===== config.mk =====
export PLATFORM = sky130hd
export DESIGN_NAME = iimb_ram
export DESIGN_NICKNAME = d
export VERILOG_FILES = /design/src/rtl/iimb_ram.sv
export SDC_FILE = /design/constraint.sdc
export NUM_CORES = 2
export LEC_CHECK = 0
export ABC_CLOCK_PERIOD_IN_PS = 7600
export BUFFER_PORTS_ARGS = -buffer_cell sky130_fd_sc_hd__buf_2
export CORE_MARGIN = 1.5
export CORE_UTILIZATION = 35
export DETAILED_ROUTE_END_ITERATION = 12
export MAX_ROUTING_LAYER = met4
export PLACE_DENSITY = 0.52
export SYNTH_ARGS = -nofsm -noshare
export SYNTH_HDL_FRONTEND = slang
export SYNTH_SLANG_ARGS = --single-unit
export TNS_END_PERCENT = 30

===== constraint.sdc =====
create_clock -name clk -period 7.6 [get_ports clk]
set_clock_uncertainty 0.2 [all_clocks]
set_input_delay 1.52 -clock clk [delete_from_list [all_inputs] [get_ports clk]]
set_output_delay 1.52 -clock clk [all_outputs]
set_load 0.02 [all_outputs]

===== src/rtl/iimb_ram.sv =====
// generic single write port ram with registered read
`default_nettype none

module iimb_ram #(
  parameter int WIDTH = 8,
  parameter int DEPTH = 256
) (
  input  wire logic                     clk,
  input  wire logic                     we,
  input  wire logic [$clog2(DEPTH)-1:0] waddr,
  input  wire logic [WIDTH-1:0]         wdata,
  input  wire logic [$clog2(DEPTH)-1:0] raddr,
  output logic      [WIDTH-1:0]         rdata
);

  logic [WIDTH-1:0] mem [DEPTH];

  always_ff @(posedge clk) begin
    if (we) begin
      mem[waddr] <= wdata;
    end
    rdata <= mem[raddr];
  end

endmodule

`default_nettype wire


; Word level (Yosys, flattened, before mapping)
; Memory sizes are Yosys's and may differ from the RTL's. A register that Yosys moved wholly into a read port is not among the register bits.
; Index checks and enable logic that the tools add are counted.
[totals]
output_inout_bits = 8
input_bits = 26
ff_bits = 0
mem_count = 1
word_cells = 3
rom_bits = 0
mem_bits_rw = 2048
latchBits = 0
[memory_table]
columns = name, words, word_bits, read_ports, rd_ports_with_merged_regs, wr, line
row1 = mem, 256, 8, 1, 1, 1, 16  ; logic [WIDTH-1:0] mem [DEPTH];
[op_classes]
n_div = 0
reduce_logical = 0
eq_ne = 0
n_lt_le_gt_ge = 0
n_mul = 0
n_bitwise = 0
muxes = 2
n_shift = 0
n_addsub = 0
[op_table]
columns = cell, count
row1 = 2-to-1 mux 1 bit, 2

; Logic depth before layout (Yosys ltp)
[logic_depth]
word_depth = 2
mapped_depth = 11

; Least setup slack after synthesis
; No wires, ideal clock.
[synth_path]
kind = input-to-reg
start = input port raddr[0]
end = register rdata[2] (read register of mem)
required_ns = 7.269
arrival_time_ns = 3.327
setup_time_ns = 0.131
path_slack_ns = 3.942
stages = 9
path_cell_list = buf_6 > buf_12 > buf_8 > buf_2 > mux4_2 > a22oi_1 > a21oi_1 > nor4_1 > nor4_2
[synth_lines]
columns = item, line
row1 = from (decl), 12  ; input wire logic [$clog2(DEPTH)-1:0] raddr,
row2 = to (decl), 13  ; output logic [WIDTH-1:0] rdata

==> summary by stage <==
Clocking
The clock input transition at the sequential cells of the worst setup and hold paths is roughly 0.06 ns. Clock tree synthesis selected as its root buffer the cell clkbuf_16. The number of buffers added for setup after CTS is 0.

At the later pin of the worst-skew pair, clock insertion delay measures 0.88 ns. The deepest clock path buffer count is 3. The CTS tree is built. The tree built by TritonCTS fans out to 2,056 sinks.

TritonCTS created 209 clock buffers. Once the clock tree was built, the resizer swapped 0 gates to a different size. The number of hold-repair buffers added at the cts stage is 0. The H-tree generated during clock tree synthesis spans 4 levels.

Final layout
The finished cells cover 89,720 um^2. From synthesis to final layout, the design area changed by 12.78%. The leading cell type in the layout, fill and taps excluded is edfxtp_1. Fill cells in the final layout number 19,925. The finished layout holds 7,005 standard cells, fillers aside. The area of combinational cells with multiple inputs is 16,510 um^2.

The final layout contains 3,850 nets. The library cells used most frequently in the layout, excluding fill and tap cells, are 2,048 x edfxtp_1, 454 x mux4_2, 279 x nor2_1, 210 x clkbuf_16, 134 x mux2i_1. The fraction of final layout cells with drive strength greater than 1 is 22.05%.

The sequential cell area is 61,660 um^2.

STA
The highest clock rate is 209.9 MHz. Setup violations remaining at the end of the flow were counted as 0. The final-report max-slew violation count is 0. The worst path needs 4.764 ns of the cycle, external delays included. The number of hold violations in the final report is 0. For the pin with the worst max-slew slack, the measured transition is 1.349 ns. The worst pin sits at a relative slew slack of 10.09%. The worst hold-check slack is 0.8597 ns. Adding up every negative setup slack in the final design gives 0 ns. Dividing the final minimum period by the clock period gives 62.69%. Setup repair after global routing left no endpoint under its margin.

Setup path
The kind of capture point of the worst setup path is a flop. The end of the worst register-to-register path is rdata[5]. The kind of start point of the critical path is a primary input. For flop-to-flop paths, the worst setup slack is 4.31 ns.

The start point of the critical path is raddr[1]. For the worst flop-to-flop path, the logic depth is 6. Counting both buffers and inverters, the worst setup path holds a total of 2. In this run the critical register-to-register path is launched from mem[67][5]. The most critical setup path has its endpoint at rdata[5]. The cell family contributing the most delay on the critical path is compound AO/OA/AOI/OAI gates.

The largest incremental delay on the critical path is slightly above 0.8 ns. STA puts the critical path data arrival time at 5.25 ns. The critical path in this run is classified as primary input to flop. The standard cell with the maximum stage delay on the critical path is nor3_1. The count of cell instances traversed by the critical path is 8. The critical-path maximum fanout is 101. The required arrival time at the worst endpoint is 8.09 ns. Walking the worst path, the cells encountered are buf_8, buf_12, mux4_2, a22o_1, a221oi_1, o32ai_1, nor3_1, nor4_1.

Detailed routing
The total wirelength of the detailed-routed design is roughly 210,000 um. For this run, the detailed router's first-pass iteration total came to 5. The via count is roughly 38,000. The number of nets with antenna violations after routing is 0. Dividing the detail-routed via count by the number of cells gives 5.478. The number of violations reported at the end of detailed-routing iteration 0 is 3,886. The remaining routing DRC violations is 0. The average wire per cell in the routed design is 30.12 um.

Synthesis
Synthesis handed over a netlist of around 3,700 instances. The synthesized area divided by synthesized cell count is 21.31 um^2. Summing the areas of all fa, ha and maj instances in the mapped netlist gives 0% of the synthesized area.

The xor/xnor share of the synthesized area is 0%. For this run, asynchronously set or reset flops after synthesis account for 0%. The number of distinct library cell variants in the gate-level netlist after synthesis is 55.

The cell area after synthesis is just under 80,000 um^2. The number of synthesized flops with an enable pin is 2,048. During synthesis, Yosys emitted a total of 0 warnings. The portion of synthesized area spent on multiplexers is 14.62%. The main combinational cell family by area after synthesis is multiplexers. The most used flip-flop cell after synthesis is edfxtp_1. The simple logic cell fraction of the synthesized area is 2.628%.

The sequential fraction of the synthesis area is 77.50%. The net count after synthesis is roughly 3,800. The post-synthesis sequential element count is 2,056. The synthesized netlist devotes 3.419% of its cell area to compound gates.

Global route
The all-layer global routing usage is a little under a fifth. The largest net degree at the start of global routing is 189. The number of antenna violations at the first check in global routing is 12. The first global-routing pass estimated 300,200 um of wire. The remaining global-route overflow is 0.

The via count of the first global-routing pass is between 30,000 and 40,000.

Die
The height of the chip is approximately 480 um. 34 I/O pins were placed. The total area inside the core boundary comes to about 230,000 um^2.

The overall die area is 230,200 um^2. The floorplan die width is 479.8 um. The initial utilization of the core area, before any placement, comes to 35.31%.

The floorplan has roughly 170 rows.

Min path
The type of the tightest min-delay check is flop to flop.

Placement
The number of placed instances, taps included is 6,605. The count of buffers added on input and output ports is 33. Routability-driven placement finished with a final weighted congestion of between 0.8 and 0.9. In this run the cell area measured after placement is 83,010 um^2. Summed over all nets, the half-perimeter wirelength after detailed placement is 125,900 um.

Pwr
The analysis attributes to cell leakage a power of 27.15 nW. The power per unit of standard cell area is 264.4 nW/um^2. The maximum vdd ir drop is 218.6 uV.

Flow run
Across the run, the number of max-cap violations was 0.

Status
The flow ran to the end, and the final reports show no timing, DRC or antenna violations.
## metrics by stage
| stage | setup slack (ns) | util, % | total power, W |
|---|---|---|---|
| 3_5_place_dp | 1.991 | 36.84 | 0.01393 |
| 3_3_place_gp | 1.806 | 36.83 | 0.01392 |
| 5_1_grt | 2.821 | 39.81 | 0.02439 |
| 6_report | 2.836 | 39.82 | 0.02372 |
| 2_1_floorplan | 3.942 | - | 0.01337 |
| 4_1_cts | 2.909 | 39.81 | 0.02392 |
## power breakdown
part	switching (W)	internal (W)	leakage, nW
combinational	0.000765	0.000369	5.43
clock	0.00444	0.00561	3.24
sequential	0.0000276	0.0125	18.5
## worst min path at each step
stage	endpoint	start	depth (start not counted)	slack, ns
global placement	rdata[5]	mem[33][5]	6	0.82
CTS	mem[243][4]	wdata[4]	1	0.88
global route	mem[243][4]	wdata[4]	1	0.88
finish	rdata[3]	mem[40][3]	6	0.86
detailed placement	rdata[3]	mem[40][3]	6	0.85
floorplan	rdata[3]	mem[40][3]	6	0.57
## cell type report
cell class | instances | area share (%)
well taps | 2992 | 4.172
inverters | 2 | 0.008367
flip-flops and latches | 2056 | 68.72
multi-input cells | 1442 | 18.40
diodes | 9 | 0.02510
clock inverters | 125 | 1.343
clock buffers | 266 | 6.114
repair buffers | 113 | 1.216
## worst register-to-register path: cells and delay by family, from the launching register on
family,cells,cell delay [ns]
AND/OR/NAND/NOR,2,1.01
AO/OA/AOI/OAI,3,1.05
multiplexers,1,0.49
flip-flops,1,0.37
## kinds of logic after synthesis
logic type,Yosys count
AOI/OAI and AO/OA,385
DFF,2056
buffers and inverters,235
muxes,591
and+or+nand+nor,466
## routing by layer
metal | routed length (um) | track usage [%] | share of wire (%)
met3 | 10730 | 2.438 | 5.1
met5 | 0 | - | 0
met2 | 102800 | 29.67 | 49
met4 | 5648 | 5.285 | 2.7
met1 | 91790 | 25.72 | 44
## cells in the mapped netlist (2+ instances only)
cell type / count / share of area, %
nand4_1: 10 / 0.079
nand3b_1: 2 / 0.019
a31oi_1: 2 / 0.016
o32ai_1: 4 / 0.044
nor3_1: 22 / 0.14
buf_1: 22 / 0.10
o22ai_1: 28 / 0.22
o221ai_1: 46 / 0.51
or2_2: 4 / 0.031
o21ai_0: 10 / 0.063
a2111oi_1: 2 / 0.025
mux4_1: 2 / 0.066
buf_6: 21 / 0.30
and2_1: 6 / 0.047
a311oi_1: 2 / 0.022
buf_8: 13 / 0.25
nor2_1: 282 / 1.3
buf_12: 8 / 0.20
nand3_1: 34 / 0.21
nand2_1: 33 / 0.16
dfxtp_1: 8 / 0.20
clkbuf_1: 111 / 0.52
a22oi_1: 133 / 1.3
edfxtp_1: 2048 / 77
nor2b_1: 31 / 0.24
a21oi_1: 96 / 0.60
a221oi_1: 13 / 0.14
mux4_2: 454 / 13
nand2b_1: 8 / 0.063
mux2i_1: 134 / 1.7
a22o_1: 8 / 0.088
and3b_1: 2 / 0.022
a2111oi_0: 2 / 0.022
buf_4: 27 / 0.25
o22a_1: 5 / 0.055
o21ai_1: 2 / 0.013
o211ai_1: 10 / 0.094
buf_2: 31 / 0.20
a211oi_1: 16 / 0.15
nor4_1: 24 / 0.19
nor4_2: 3 / 0.047
## flip-flops by register name (all words and copies together), names as in the netlist
signal and flops:
mem 2048, rdata 8
Note: power is estimated with default switching activity, not from simulation.
